$ cat src/sv/ac3ss_pkg.sv
`timescale 1ns / 1ps
// Shared types, constants and lookup tables for the AC-3 / E-AC-3 syncframe splitter.
// No dependencies; imported by every module of the block.
package ac3ss_pkg;

   localparam logic [12:0] MAX_FRAME_BYTES = 13'd4096;
   localparam logic [12:0] HEADER_BYTES    = 13'd6;
   localparam logic [12:0] MIN_FRAME_BYTES = 13'd6;
   localparam logic [7:0]  SYNC_HI         = 8'h0B;
   localparam logic [7:0]  SYNC_LO         = 8'h77;
   localparam logic [5:0]  MAX_FRMSIZECOD  = 6'd37;
   localparam logic [4:0]  AC3_MAX_BSID    = 5'd8;
   localparam logic [4:0]  EAC3_MAX_BSID   = 5'd16;
   localparam logic [4:0]  MIN_EAC3_RESET  = 5'd11;
   localparam logic [1:0]  FSCOD_48K       = 2'd0;
   localparam logic [1:0]  FSCOD_44K       = 2'd1;
   localparam logic [1:0]  FSCOD_RESERVED  = 2'd3;
   localparam logic [1:0]  KIND_INDEP      = 2'd0;
   localparam logic [1:0]  KIND_DEP        = 2'd1;
   localparam logic [1:0]  KIND_CONVERT    = 2'd2;

   localparam logic [2:0] ST_OK          = 3'd0;
   localparam logic [2:0] ST_TRUNCATED   = 3'd1;
   localparam logic [2:0] ST_BAD_SYNC    = 3'd2;
   localparam logic [2:0] ST_RESERVED    = 3'd3;
   localparam logic [2:0] ST_UNSUPPORTED = 3'd4;
   localparam logic [2:0] ST_INVALID     = 3'd5;

   typedef struct packed {
      logic [7:0] stream_byte;
      logic       end_of_stream;
   } req_type;

   typedef struct packed {
      logic [2:0]  status;
      logic [31:0] frame_offset;
      logic [12:0] frame_bytes;
      logic [4:0]  frame_bsid;
      logic [1:0]  substream_kind;
      logic        starts_access_unit;
      logic        stream_done;
   } rsp_type;

   typedef struct packed {
      logic [2:0]  status;
      logic [12:0] frame_len;
   } hdr_result_type;

   function automatic logic [9:0] kbps_lookup(input logic [4:0] idx);
      logic [9:0] r;
      unique case (idx)
         5'd0:  r = 10'd32;
         5'd1:  r = 10'd40;
         5'd2:  r = 10'd48;
         5'd3:  r = 10'd56;
         5'd4:  r = 10'd64;
         5'd5:  r = 10'd80;
         5'd6:  r = 10'd96;
         5'd7:  r = 10'd112;
         5'd8:  r = 10'd128;
         5'd9:  r = 10'd160;
         5'd10: r = 10'd192;
         5'd11: r = 10'd224;
         5'd12: r = 10'd256;
         5'd13: r = 10'd320;
         5'd14: r = 10'd384;
         5'd15: r = 10'd448;
         5'd16: r = 10'd512;
         5'd17: r = 10'd576;
         5'd18: r = 10'd640;
         default: r = 10'd0;
      endcase
      return r;
   endfunction

   function automatic logic [10:0] words_44k_lookup(input logic [4:0] idx);
      logic [10:0] r;
      unique case (idx)
         5'd0:  r = 11'd69;
         5'd1:  r = 11'd87;
         5'd2:  r = 11'd104;
         5'd3:  r = 11'd121;
         5'd4:  r = 11'd139;
         5'd5:  r = 11'd174;
         5'd6:  r = 11'd208;
         5'd7:  r = 11'd243;
         5'd8:  r = 11'd278;
         5'd9:  r = 11'd348;
         5'd10: r = 11'd417;
         5'd11: r = 11'd487;
         5'd12: r = 11'd557;
         5'd13: r = 11'd696;
         5'd14: r = 11'd835;
         5'd15: r = 11'd975;
         5'd16: r = 11'd1114;
         5'd17: r = 11'd1253;
         5'd18: r = 11'd1393;
         default: r = 11'd0;
      endcase
      return r;
   endfunction

endpackage

$ cat src/sv/ac3_syncframe_splitter_top.sv
`timescale 1ns / 1ps
// AC-3 / E-AC-3 syncframe splitter top level: request register, result register, csr.
// A record goes from the request register via ac3ss_frame_ctrl into the result register.
// Throughput: one byte per cycle, unless a record held on rsp_ waits for rsp_ready.
// Reset: synchronous; clears stream state and both valid bits, min_eac3_bsid resets to 11.
// Depends on ac3ss_pkg and ac3ss_frame_ctrl.
module ac3_syncframe_splitter_top (
   input  logic                clock,
   input  logic                reset,
   input  logic                req_valid,
   output logic                req_ready,
   input  ac3ss_pkg::req_type  req_data,
   output logic                rsp_valid,
   input  logic                rsp_ready,
   output ac3ss_pkg::rsp_type  rsp_data,
   input  logic                csr_valid,
   output logic                csr_ready,
   input  logic [4:0]          csr_data
);
   import ac3ss_pkg::*;

   logic       in_valid_ff;
   req_type    in_item_ff;
   logic       out_valid_ff, out_valid_in;
   rsp_type    out_rec_ff;
   logic [4:0] min_bsid_ff;
   logic       advance;
   logic       produce;
   rsp_type    record;

   assign advance   = in_valid_ff && (!out_valid_ff || rsp_ready);
   assign req_ready = !in_valid_ff || advance;
   assign csr_ready = 1'b1;
   assign rsp_valid = out_valid_ff;
   assign rsp_data  = out_rec_ff;

   ac3ss_frame_ctrl u_ctrl (
      .clock         (clock),
      .reset         (reset),
      .advance       (advance),
      .item          (in_item_ff),
      .min_eac3_bsid (min_bsid_ff),
      .produce       (produce),
      .record        (record)
   );

   always_comb begin
      priority if (advance && produce) begin
         out_valid_in = 1'b1;
      end else if (rsp_ready) begin
         out_valid_in = 1'b0;
      end else begin
         out_valid_in = out_valid_ff;
      end
   end

   always_ff @(posedge clock) begin
      if (reset) begin
         in_valid_ff  <= 1'b0;
         out_valid_ff <= 1'b0;
         min_bsid_ff  <= MIN_EAC3_RESET;
      end else begin
         if (req_ready) begin
            in_valid_ff <= req_valid;
         end
         out_valid_ff <= out_valid_in;
         if (csr_valid && csr_ready) begin
            min_bsid_ff <= csr_data;
         end
      end
   end

   always_ff @(posedge clock) begin
      if (req_valid && req_ready) begin
         in_item_ff <= req_data;
      end
      if (advance && produce) begin
         out_rec_ff <= record;
      end
   end

endmodule

$ cat src/sv/ac3ss_hdr_parse.sv
`timescale 1ns / 1ps
// Syncframe header check: sync word, bsid class, frame length from the six header bytes.
// Depends on ac3ss_pkg.
module ac3ss_hdr_parse (
   input  logic [47:0]                  header,
   input  logic [4:0]                   min_eac3_bsid,
   output ac3ss_pkg::hdr_result_type    result
);
   import ac3ss_pkg::*;

   logic [7:0]  b0, b1, b2, b3, b4, b5;
   logic [4:0]  bsid;
   logic [1:0]  fscod;
   logic [5:0]  code;
   logic [9:0]  rate;
   logic [10:0] words;
   logic [11:0] frmsiz_p1;
   logic [12:0] eac3_bytes;
   logic [12:0] ac3_bytes;
   logic        is_eac3;

   assign b0 = header[47:40];
   assign b1 = header[39:32];
   assign b2 = header[31:24];
   assign b3 = header[23:16];
   assign b4 = header[15:8];
   assign b5 = header[7:0];

   assign bsid  = b5[7:3];
   assign fscod = b4[7:6];
   assign code  = b4[5:0];
   assign rate  = kbps_lookup(code[5:1]);
   assign words = words_44k_lookup(code[5:1]);

   assign is_eac3    = (bsid >= min_eac3_bsid) && (bsid <= EAC3_MAX_BSID);
   assign frmsiz_p1  = {1'b0, b2[2:0], b3} + 12'd1;
   assign eac3_bytes = {frmsiz_p1, 1'b0};

   always_comb begin
      priority if (fscod == FSCOD_48K) begin
         ac3_bytes = {1'b0, rate, 2'b00};
      end else if (fscod == FSCOD_44K) begin
         ac3_bytes = {1'b0, words + {10'd0, code[0]}, 1'b0};
      end else begin
         ac3_bytes = {1'b0, rate, 2'b00} + {2'b00, rate, 1'b0};
      end
   end

   always_comb begin
      result.frame_len = 13'd0;
      priority if (b0 != SYNC_HI || b1 != SYNC_LO) begin
         result.status = ST_BAD_SYNC;
      end else if (is_eac3) begin
         if (eac3_bytes < MIN_FRAME_BYTES) begin
            result.status = ST_INVALID;
         end else if (eac3_bytes > MAX_FRAME_BYTES) begin
            result.status = ST_UNSUPPORTED;
         end else begin
            result.status    = ST_OK;
            result.frame_len = eac3_bytes;
         end
      end else if (bsid > AC3_MAX_BSID) begin
         result.status = ST_UNSUPPORTED;
      end else if (fscod == FSCOD_RESERVED || code > MAX_FRMSIZECOD) begin
         result.status = ST_RESERVED;
      end else if (ac3_bytes > MAX_FRAME_BYTES) begin
         result.status = ST_UNSUPPORTED;
      end else begin
         result.status    = ST_OK;
         result.frame_len = ac3_bytes;
      end
   end

endmodule

$ cat src/sv/ac3ss_frame_ctrl.sv
`timescale 1ns / 1ps
// Per-byte stream state: header capture, frame counting, error latch and record build.
// Depends on ac3ss_pkg and ac3ss_hdr_parse.
module ac3ss_frame_ctrl (
   input  logic                 clock,
   input  logic                 reset,
   input  logic                 advance,
   input  ac3ss_pkg::req_type   item,
   input  logic [4:0]           min_eac3_bsid,
   output logic                 produce,
   output ac3ss_pkg::rsp_type   record
);
   import ac3ss_pkg::*;

   logic [47:0] hdr_ff, hdr_in;
   logic [12:0] bif_ff, bif_in;
   logic [12:0] flen_ff, flen_in;
   logic [31:0] pos_ff, pos_in;
   logic [31:0] start_ff, start_in;
   logic        seen_ff, seen_in;
   logic        dep_ff, dep_in;
   logic        err_ff, err_in;

   logic [47:0]    h_new;
   logic [12:0]    bif_next;
   logic [12:0]    len_now;
   logic [31:0]    start_now;
   logic [1:0]     kind;
   logic           dep_new;
   logic           at_hdr;
   logic           clear;
   hdr_result_type parse;

   assign h_new     = (bif_ff < HEADER_BYTES) ? {hdr_ff[39:0], item.stream_byte} : hdr_ff;
   assign bif_next  = bif_ff + 13'd1;
   assign start_now = (bif_ff == 13'd0) ? pos_ff : start_ff;
   assign at_hdr    = (bif_next == HEADER_BYTES);
   assign len_now   = at_hdr ? parse.frame_len : flen_ff;
   assign kind      = h_new[31:30];
   assign dep_new   = dep_ff || (!seen_ff && kind == KIND_DEP);

   ac3ss_hdr_parse u_parse (
      .header        (h_new),
      .min_eac3_bsid (min_eac3_bsid),
      .result        (parse)
   );

   always_comb begin
      hdr_in   = hdr_ff;
      bif_in   = bif_ff;
      flen_in  = flen_ff;
      pos_in   = pos_ff;
      start_in = start_ff;
      seen_in  = seen_ff;
      dep_in   = dep_ff;
      err_in   = err_ff;
      clear    = 1'b0;
      produce  = 1'b0;
      record   = '0;
      if (advance) begin
         pos_in = pos_ff + 32'd1;
         if (err_ff) begin
            if (item.end_of_stream) begin
               produce             = 1'b1;
               record.status       = hdr_ff[2:0];
               record.frame_offset = start_ff;
               record.stream_done  = 1'b1;
               clear               = 1'b1;
            end
         end else begin
            hdr_in   = h_new;
            bif_in   = bif_next;
            start_in = start_now;
            if (at_hdr) begin
               flen_in = parse.frame_len;
            end
            priority if (at_hdr && parse.status != ST_OK) begin
               produce               = 1'b1;
               record.status         = parse.status;
               record.frame_offset   = start_now;
               record.frame_bsid     = h_new[7:3];
               record.substream_kind = kind;
               record.stream_done    = item.end_of_stream;
               err_in                = 1'b1;
               hdr_in                = {45'd0, parse.status};
               clear                 = item.end_of_stream;
            end else if (bif_next >= HEADER_BYTES && bif_next == len_now) begin
               produce                   = 1'b1;
               record.status             = (item.end_of_stream && dep_new) ? ST_INVALID : ST_OK;
               record.frame_offset       = start_now;
               record.frame_bytes        = len_now;
               record.frame_bsid         = h_new[7:3];
               record.substream_kind     = kind;
               record.starts_access_unit = !seen_ff || kind == KIND_INDEP
                                           || kind == KIND_CONVERT;
               record.stream_done        = item.end_of_stream;
               dep_in                    = dep_new;
               seen_in                   = 1'b1;
               bif_in                    = 13'd0;
               clear                     = item.end_of_stream;
            end else if (item.end_of_stream) begin
               produce             = 1'b1;
               record.status       = ST_TRUNCATED;
               record.frame_offset = start_now;
               record.stream_done  = 1'b1;
               clear               = 1'b1;
            end else begin
               produce = 1'b0;
            end
         end
         if (clear) begin
            hdr_in   = '0;
            bif_in   = '0;
            flen_in  = '0;
            pos_in   = '0;
            start_in = '0;
            seen_in  = 1'b0;
            dep_in   = 1'b0;
            err_in   = 1'b0;
         end
      end
   end

   always_ff @(posedge clock) begin
      if (reset) begin
         hdr_ff   <= '0;
         bif_ff   <= '0;
         flen_ff  <= '0;
         pos_ff   <= '0;
         start_ff <= '0;
         seen_ff  <= 1'b0;
         dep_ff   <= 1'b0;
         err_ff   <= 1'b0;
      end else begin
         hdr_ff   <= hdr_in;
         bif_ff   <= bif_in;
         flen_ff  <= flen_in;
         pos_ff   <= pos_in;
         start_ff <= start_in;
         seen_ff  <= seen_in;
         dep_ff   <= dep_in;
         err_ff   <= err_in;
      end
   end

endmodule
$ cat config.mk
export PLATFORM = sky130hd
export DESIGN_NAME = ac3_syncframe_splitter_top
export DESIGN_NICKNAME = d
export VERILOG_FILES = /design/src/sv/ac3ss_pkg.sv /design/src/sv/ac3_syncframe_splitter_top.sv /design/src/sv/ac3ss_hdr_parse.sv /design/src/sv/ac3ss_frame_ctrl.sv
export SDC_FILE = /design/constraint.sdc
export NUM_CORES = 1
export LEC_CHECK = 0
export BUFFER_PORTS_ARGS = -buffer_cell sky130_fd_sc_hd__buf_4
export CORE_MARGIN = 4
export CORE_UTILIZATION = 55
export CTS_CLUSTER_DIAMETER = 150
export CTS_CLUSTER_SIZE = 14
export DETAILED_ROUTE_END_ITERATION = 6
export GPL_TIMING_DRIVEN = 0
export PLACE_DENSITY = 0.78
export SKIP_LAST_GASP = 1
export SYNTH_ARGS = -nofsm -noshare
export SYNTH_HDL_FRONTEND = slang
export SYNTH_HIERARCHICAL = 1
export SYNTH_SLANG_ARGS = --single-unit
$ cat constraint.sdc
create_clock -name clock -period 22.6 [get_ports clock]
set_input_delay 1.13 -clock clock [delete_from_list [all_inputs] [get_ports clock]]
set_output_delay 1.13 -clock clock [all_outputs]
set_load 0.1 [all_outputs]
* After elaboration in Yosys (flattened, before gate mapping) *
Memories as Yosys holds them, arrays and structs flattened.
Index checks and enable logic that the tools add are counted.

storage, ports and cells
  bits in registers = 214
  memories kept = 2
  bits in read-only memories = 576
  output and inout port bits = 60
  input port bits = 19

memories
  memory            depth  bits a word  rd ports  clocked after memory_dff  write ports  RTL line         text
  (name not given)  32     11           1         0                         0            ac3ss_pkg.sv:78  unique case (idx)
  (name not given)  32     7            1         0                         0            ac3ss_pkg.sv:51  unique case (idx)

operators by class
  order comparisons = 9
  add/sub/neg operators = 5
  reductions and logical operators = 30
  equality and inequality tests = 10
  multiplexer cells = 60
  bitwise logic cells = 2

operators by type and width
  kind                   count
  $mux 13                15
  $mux 48                4
  $mux 35                4
  $mux 32                4
  $mux 33                1
  $add 32x1->32 const B  1
  $gt 13x13->1 const B   2
  $lt 13x3->1 const B    2
  $mux 1                 22
  $mux 3                 7
  $mux 16                1
  $add 12x11->13         1
  $add 13x1->13 const B  1
  $eq 13x13->1           1
  $eq 13x3->1 const B    1
  $ge 13x3->1 const B    1
  $logic_not 13->1       1
  $add 11x1->12 const B  1
  $add 11x1->11          1
  $logic_and 1x1->1      8
  $mux 8                 1
  $ne 8x4->1 const B     1
  $ne 8x7->1 const B     1
  $logic_or 1x1->1       7
  18 further kinds       27

* Logic depth before layout (Yosys ltp) *
Gate-level depths: netlist of run 1.
An unclocked memory read counts as a cell.

  depth in word-level cells = 21
  mapped depth = 32
  depth with buffers taken out = 27

* Cells and area by module *
Netlist of run 1, hierarchy kept.

by module, submodules not included
  module                      instances  cells each  area each (um2)  sequential area each (um2)
  ac3ss_frame_ctrl            1          911         7542.2           2822.7
  ac3_syncframe_splitter_top  1          95          2274.7           2122.0
  ac3ss_hdr_parse             1          283         2029.4           0.0

* Worst setup path after synthesis of run 1 *
OpenSTA, ideal clock, no wires.

  path type = register to register
  from = register u_ctrl.bif_ff[10]
  to = register out_rec_ff, in the netlist rsp_data[0] (enable)
  setup time = 479 ps
  cell stages (with the launch flop) = 31
  arrival time = 9032 ps
  clock period less this slack = 9510 ps
  data required time = 22121 ps
  buffers on the path = 5
  setup slack = 13090 ps
  cell sequence = dfxtp_1 -> clkbuf_1 -> nor4_1 -> nand3_1 -> a21o_1 -> clkbuf_1 -> clkbuf_1 -> mux2_2 -> clkbuf_1 -> inv_1 -> ha_1 -> and4bb_1 -> a211o_1 -> ha_1 -> or4b_1 -> o21ai_1 -> a21oi_1 -> xor2_1 -> mux2_2 -> and3_4 -> a41oi_2 -> o32ai_1 -> or4_1 -> nand3_1 -> o2111a_2 -> and4_1 -> clkbuf_1 -> o21ai_1 -> nand2_1 -> nand2_1 -> nor2b_1

RTL lines
  item                    RTL line                          text
  from (decl)             ac3ss_frame_ctrl.sv:16            logic [12:0] bif_ff, bif_in;
  from (signal assigned)  ac3ss_frame_ctrl.sv:136           bif_ff <= bif_in;
  to (signal assigned)    ac3_syncframe_splitter_top.sv:78  out_rec_ff <= record;
  to (decl)               ac3_syncframe_splitter_top.sv:25  rsp_type out_rec_ff;

==> metrics.txt, run 1 <==
clk_lat worst skew 0.51 ns; ranking of synthesized cells by area dfxtp_1 25%, edfxtp_1 17%, a22oi_1 5.8%; Die X 155 µm; Yosys top cell area share 0.250; worst-margin pin slew 1.02 ns; Antenna Cells 0; DRT antenna net count 0; FFs w/ async S/R, synth 0; Initial Util 0.562; Pleak 4.60 nW; total clock sinks 214; synthesized cell area 0.0118 mm²; Filler Cell Count 1753; CP max stage delay 0.68 ns; drt via density 6.22; cell with the most instances after synthesis nor2_1; setup TNS 0 ns; most numerous cell on the critical path clkbuf_1; worst hold slack 0.512 ns; Synth area leader dfxtp_1; Netlist cell types 92; status complete, no violations; area post-placement 0.0128 mm²; Crit. End Element flop; Maximum Capacitance Violations 0; pin count of the biggest net entering global routing 37; Worst R2R Start u_ctrl/bif_ff[10]$_SDFFE_PP0P_; Slew HR 0.310; min cycle time layout 9.66 ns; Worst-path clk slew 0.07 ns; FF+latch count, synth 214; period utilization 0.427; Post-CTS Setup Inserts 0; Max Fclk 0.104 GHz; crit start category flop; layout cells sized above 1 0.154; Port-buffer cells 76; Post-synth top cells 173 x nor2_1, 148 x dfxtp_1, 96 x nand2_1; setup violators final 0; Finished Cell Area 0.0133 mm²; Worst Path Class, Setup flop to flop; Setup Skew 0.0205 ns; hold_buf cts 0; grt total ovfl 0; RSZ-0062 raised after global routing no; GP Congestion 0.960; routed vias 10416; Detailed Route WL 30500 µm; peak supply drop 0.0000551 V; vias in the first global route 9583; worst setup path start u_ctrl/bif_ff[10]$_SDFFE_PP0P_; DRT iter0 DRCs 1045; CTS tree yes; Synth Net Count 1336; die height 155 µm; top_reg_cell synth dfxtp_1; PnR worst setup slack 12.94 ns; Power Density 57.6 mW/mm²; Layout area overhead 12.5%; Max FO, Critical Path 36; clock root buffer master clkbuf_16; hold path start u_ctrl/hdr_ff[43]$_SDFFE_PP0P_; synthesized area per cell 9.19 µm²; routed len/inst 18.2 µm; post-CTS sizing 0; Hold Crit Class flop to flop; clock buffer depth 3; Remaining DRCs 0; Worst Path Arrival 9.84 ns; initial antenna violation count 0; slowest CP cell nor2b_4; Post-layout nets 1434; die area 0.0240 mm²; Worst Path Required 22.78 ns; first-pass GRT wire length 48800 µm; Post-synth EDFFs 66; detailed placement HPWL 22300 µm; pre-CTS setup slack 13.13 ns; gr usage total 0.244; num rows 53; Yosys warning total 6; IO Pins 79; number of H-tree levels 1; final count of pins violating max slew 0; Syn Inst Count 1289; TritonCTS Buffers 19; final hold violations 0; post-synthesis sequential area ratio 0.417; drt first pass iters 6; placeable core area 0.0211 mm²
-- power by group --
part           switching (W)  internal (W)  leakage, nW
registers         0.00000239      0.000398         1.73
clock network       0.000140      0.000160        0.260
logic              0.0000469     0.0000201         2.61
total               0.000190      0.000578         4.60
-- cells in the final DEF, fill, tap and decap left out, drive strengths merged, types with 16 or more instances in the layout --
| cell type | instances |
|---|---|
| nor2b | 16 |
| inv | 40 |
| a22o | 36 |
| ha | 28 |
| buf | 102 |
| nand2 | 96 |
| o21ai | 44 |
| and3 | 18 |
| or3 | 16 |
| a22oi | 92 |
| xnor2 | 19 |
| a21oi | 57 |
| xor2 | 32 |
| clkbuf | 98 |
| dfxtp | 148 |
| nand3 | 37 |
| mux2 | 49 |
| edfxtp | 66 |
| nor3 | 20 |
| nor2 | 176 |
| nand4 | 27 |
| nand2b | 19 |
-- metrics by stage --
step | power, W | instances | util
after floorplan | 0.000457 | 1289 | -
after global placement | 0.000474 | 1640 | 0.605
after detailed placement | 0.000475 | 1641 | 0.606
after CTS | 0.000772 | 1675 | 0.632
after global routing | 0.000793 | 1675 | 0.632
final | 0.000767 | 1675 | 0.632
-- state kept, by name, summed over array words and instances, names as in the netlist, 5 cells and up --
name	cells
u_ctrl/pos_ff	32
u_ctrl/hdr_ff	48
in_item_ff	9
u_ctrl/flen_ff	13
u_ctrl/start_ff	32
min_bsid_ff	5
rsp_data	57
u_ctrl/bif_ff	13
-- worst max-delay path, delay by kind of cell, from the launching register on --
family,cells,cell delay (ns)
compound gates,9,2.25
mux,2,0.56
simple gates,12,3.11
flops,1,0.30
fa+ha+maj,2,0.65
buf+inv,7,2.42
-- path summary, 6_finish.rpt --
kind	end	slack (ns)	cells past startpoint
worst max-delay path	rsp_data[18]$_DFFE_PP_	12.94	32
worst min-delay path	u_ctrl/hdr_ff[43]$_SDFFE_PP0P_	0.51	2
worst max register to register	rsp_data[18]$_DFFE_PP_	12.94	32
worst min register to register	u_ctrl/hdr_ff[43]$_SDFFE_PP0P_	0.51	2
-- layer usage --
metal  GRT usage  vias to the layer above  share of wire
li1            -                     4919              -
met1       0.357                     4973           0.44
met2       0.384                      472           0.45
met3      0.0297                       52          0.082
met4      0.0677                        0          0.024
met5           0                        -              0
-- layout make-up --
type	instances	area, µm²	area share
buffer	91	453	0.0340
clock buffer	32	524	0.0393
clock inverter	2	20.0	0.00150
inverter	38	143	0.0107
multi-input combinational	946	6310	0.474
sequential	214	4940	0.371
tap	275	344	0.0258
timing repair buffer	77	591	0.0443
-- kinds of logic (layout without fill, tap and decap cells) --
logic type | Yosys count | in the layout | synth area share
and+or+nand+nor | 484 | 484 | 0.206
AOI/OAI and AO/OA | 323 | 323 | 0.203
DFF | 214 | 214 | 0.417
buffers and inverters | 129 | 240 | 0.0503
muxes | 58 | 58 | 0.0552
xor gates and xnor gates | 51 | 51 | 0.0377
adders and majority gates | 28 | 28 | 0.0296
other | 2 | 2 | 0.000634
No activity file was read; power rests on OpenSTA's default activity.
==> run 2, diff against run 1 <==
- clock period: 22.6 -> 9.05 ns (I/O delays scaled with it)
==> run 2 against run 1 <==
Compared with the run above: wire length rose by 1.2%; first-iteration DRC count is 6.4% higher; clock skew increased by 0.0027 ns; largest cell class unchanged.
==> metrics.txt, run 2 (synthesis gave the netlist of run 1 again) <==
grt total ovfl 0 (unchanged); worst-margin pin slew 0.948 ns (was 1.02 ns); max reg flops 57 (unchanged); layout cells sized above 1 0.159 (was 0.154); multi-input logic area 0.00633 mm² (was 0.00631 mm²); first-pass GRT wire length 48900 µm (was 48800 µm); Max Fclk 0.118 GHz (was 0.104 GHz); worst setup path start u_ctrl/bif_ff[9]$_SDFFE_PP0P_ (was u_ctrl/bif_ff[10]$_SDFFE_PP0P_); Worst Path Required 9.24 ns (was 22.78 ns); setup violators final 0 (unchanged); die height 155 µm (unchanged); pin count of the biggest net entering global routing 38 (was 37); Remaining DRCs 0 (unchanged); Crit. End Element flop (unchanged); Setup Skew 0.0232 ns (was 0.0205 ns); routed len/inst 18.4 µm (was 18.2 µm); die area 0.0240 mm² (unchanged); routed vias 10392 (was 10416); setup TNS 0 ns (unchanged); CP max stage delay 0.56 ns (was 0.68 ns); Worst Path Arrival 8.63 ns (was 9.84 ns); Worst-path clk slew 0.07 ns (about the same); num rows 53 (unchanged); Worst Path Class, Setup flop to flop (unchanged); Layout area overhead 12.7% (was 12.5%); final core utilization 0.633 (was 0.632); Detailed Route WL 30800 µm (was 30500 µm); total clock sinks 214 (unchanged); reg2reg path depth 30 (was 32); Initial Util 0.562 (unchanged); clock root buffer master clkbuf_16 (unchanged); drt via density 6.21 (was 6.22); GP Congestion 0.945 (was 0.960); vias in the first global route 9325 (was 9583); hold_buf cts 0 (unchanged); R2R Path End rsp_data[1]$_DFFE_PP_ (was rsp_data[18]$_DFFE_PP_); detailed placement HPWL 22300 µm (about the same); Worst setup endpoint rsp_data[1]$_DFFE_PP_ (was rsp_data[18]$_DFFE_PP_); DRT antenna net count 0 (unchanged); IO Pins 79 (unchanged); clock buffer depth 3 (unchanged); Power Total 0.00191 W (was 0.000767 W); most common cell after layout, fill and taps aside nor2_1 (unchanged); Max FO, Critical Path 37 (was 36); most frequent cells in the layout 173 x nor2_1, 148 x dfxtp_1, 96 x nand2_1 (unchanged); Port-buffer cells 76 (unchanged); Maximum Capacitance Violations 0 (unchanged); Die X 155 µm (unchanged); placeable core area 0.0211 mm² (unchanged); Filler Cell Count 1778 (was 1753); most numerous cell on the critical path nand3_1 (was clkbuf_1); r2r setup slk 0.61 ns (was 12.94 ns); final hold violations 0 (unchanged); drt first pass iters 6 (unchanged); Hold Crit Class primary input to flop (was flop to flop); Slew HR 0.360 (was 0.310); initial antenna violation count 0 (unchanged); final count of pins violating max slew 0 (unchanged); CTS tree yes (unchanged); Antenna Cells 0 (unchanged); crit start category flop (unchanged); status complete, no violations (unchanged); Worst R2R Start u_ctrl/bif_ff[9]$_SDFFE_PP0P_ (was u_ctrl/bif_ff[10]$_SDFFE_PP0P_); Power Density 143 mW/mm² (was 57.6 mW/mm²); clk_lat worst skew 0.50 ns (was 0.51 ns); gr usage total 0.247 (was 0.244); Post-layout nets 1435 (was 1434); TritonCTS Buffers 19 (unchanged); peak supply drop 0.000119 V (was 0.0000551 V); Pleak 4.63 nW (was 4.60 nW); period utilization 0.933 (was 0.427); slowest CP cell or4_1 (was nor2b_4); DRT iter0 DRCs 1112 (was 1045); number of H-tree levels 1 (unchanged); RSZ-0062 raised after global routing no (unchanged); min cycle time layout 8.44 ns (was 9.66 ns); storage element area 0.00494 mm² (unchanged)
## run 2: metal layers
metal / GRT usage / vias up / wire [µm]
li1: - / 4930 / -
met1: 0.359 / 4951 / 13500
met2: 0.391 / 458 / 14000
met3: 0.0350 / 53 / 2690
met4: 0.0568 / 0 / 684
met5: 0 / - / 0
## run 2: worst min-delay path by stage
stage	start	depth (start not counted)	to
finish	req_data[5]	1	in_item_ff[5]$_DFFE_PP_
global route	req_data[1]	1	in_item_ff[1]$_DFFE_PP_
CTS	req_data[5]	1	in_item_ff[5]$_DFFE_PP_
detailed placement	u_ctrl/flen_ff[4]$_SDFFE_PP0P_	2	u_ctrl/flen_ff[4]$_SDFFE_PP0P_
global placement	min_bsid_ff[2]$_SDFFE_PP0P_	2	min_bsid_ff[2]$_SDFFE_PP0P_
floorplan	min_bsid_ff[2]$_SDFFE_PP0P_	2	min_bsid_ff[2]$_SDFFE_PP0P_
## run 2: report_power, final
| part | internal (W) | total [W] | leakage, nW | switching, W |
|---|---|---|---|---|
| Sequential | 0.000994 | 0.00100 | 1.73 | 0.00000579 |
| Combinational | 0.0000505 | 0.000168 | 2.64 | 0.000117 |
| Clock | 0.000395 | 0.000743 | 0.258 | 0.000349 |
| Total | 0.00144 | 0.00191 | 4.63 | 0.000472 |
## run 2: worst max-delay path, delay by kind of cell, from the launching register on
family          cells  cell delay (ns)
mux                 2             0.63
compound gates      9             2.36
simple gates       12             2.94
buf+inv             5             1.20
flops               1             0.30
fa+ha+maj           2             0.64
## run 2: layout make-up
| cell class | count | share of cell area |
|---|---|---|
| Clock inverter | 2 | 0.00150 |
| Timing Repair Buffer | 79 | 0.0453 |
| Buffer | 89 | 0.0334 |
| Inverter | 38 | 0.0107 |
| Multi-Input combinational cell | 947 | 0.474 |
| Clock buffer | 30 | 0.0387 |
| Sequential cell | 214 | 0.370 |
| Tap cell | 275 | 0.0258 |
## run 2: repair_timing
| item | in CTS | in global routing |
|---|---|---|
| buffers inserted | 2 | 0 |
| endpoints found under the setup margin | 57 | 58 |
| gates cloned | 1 | 0 |
| resized for setup | 2 | 2 |
## run 2: per-stage QoR
stage          instance area [µm²]  hold WS (ns)  setup slack (ns)  std cells
2_1_floorplan                11800         0.460             0.633       1289
3_3_place_gp                 12800         0.475             -1.68       1640
3_5_place_dp                 12800         0.487            -0.533       1641
4_1_cts                      13400         0.119            0.0742       1676
5_1_grt                      13400         0.119             0.195       1674
6_report                     13400         0.135             0.608       1674
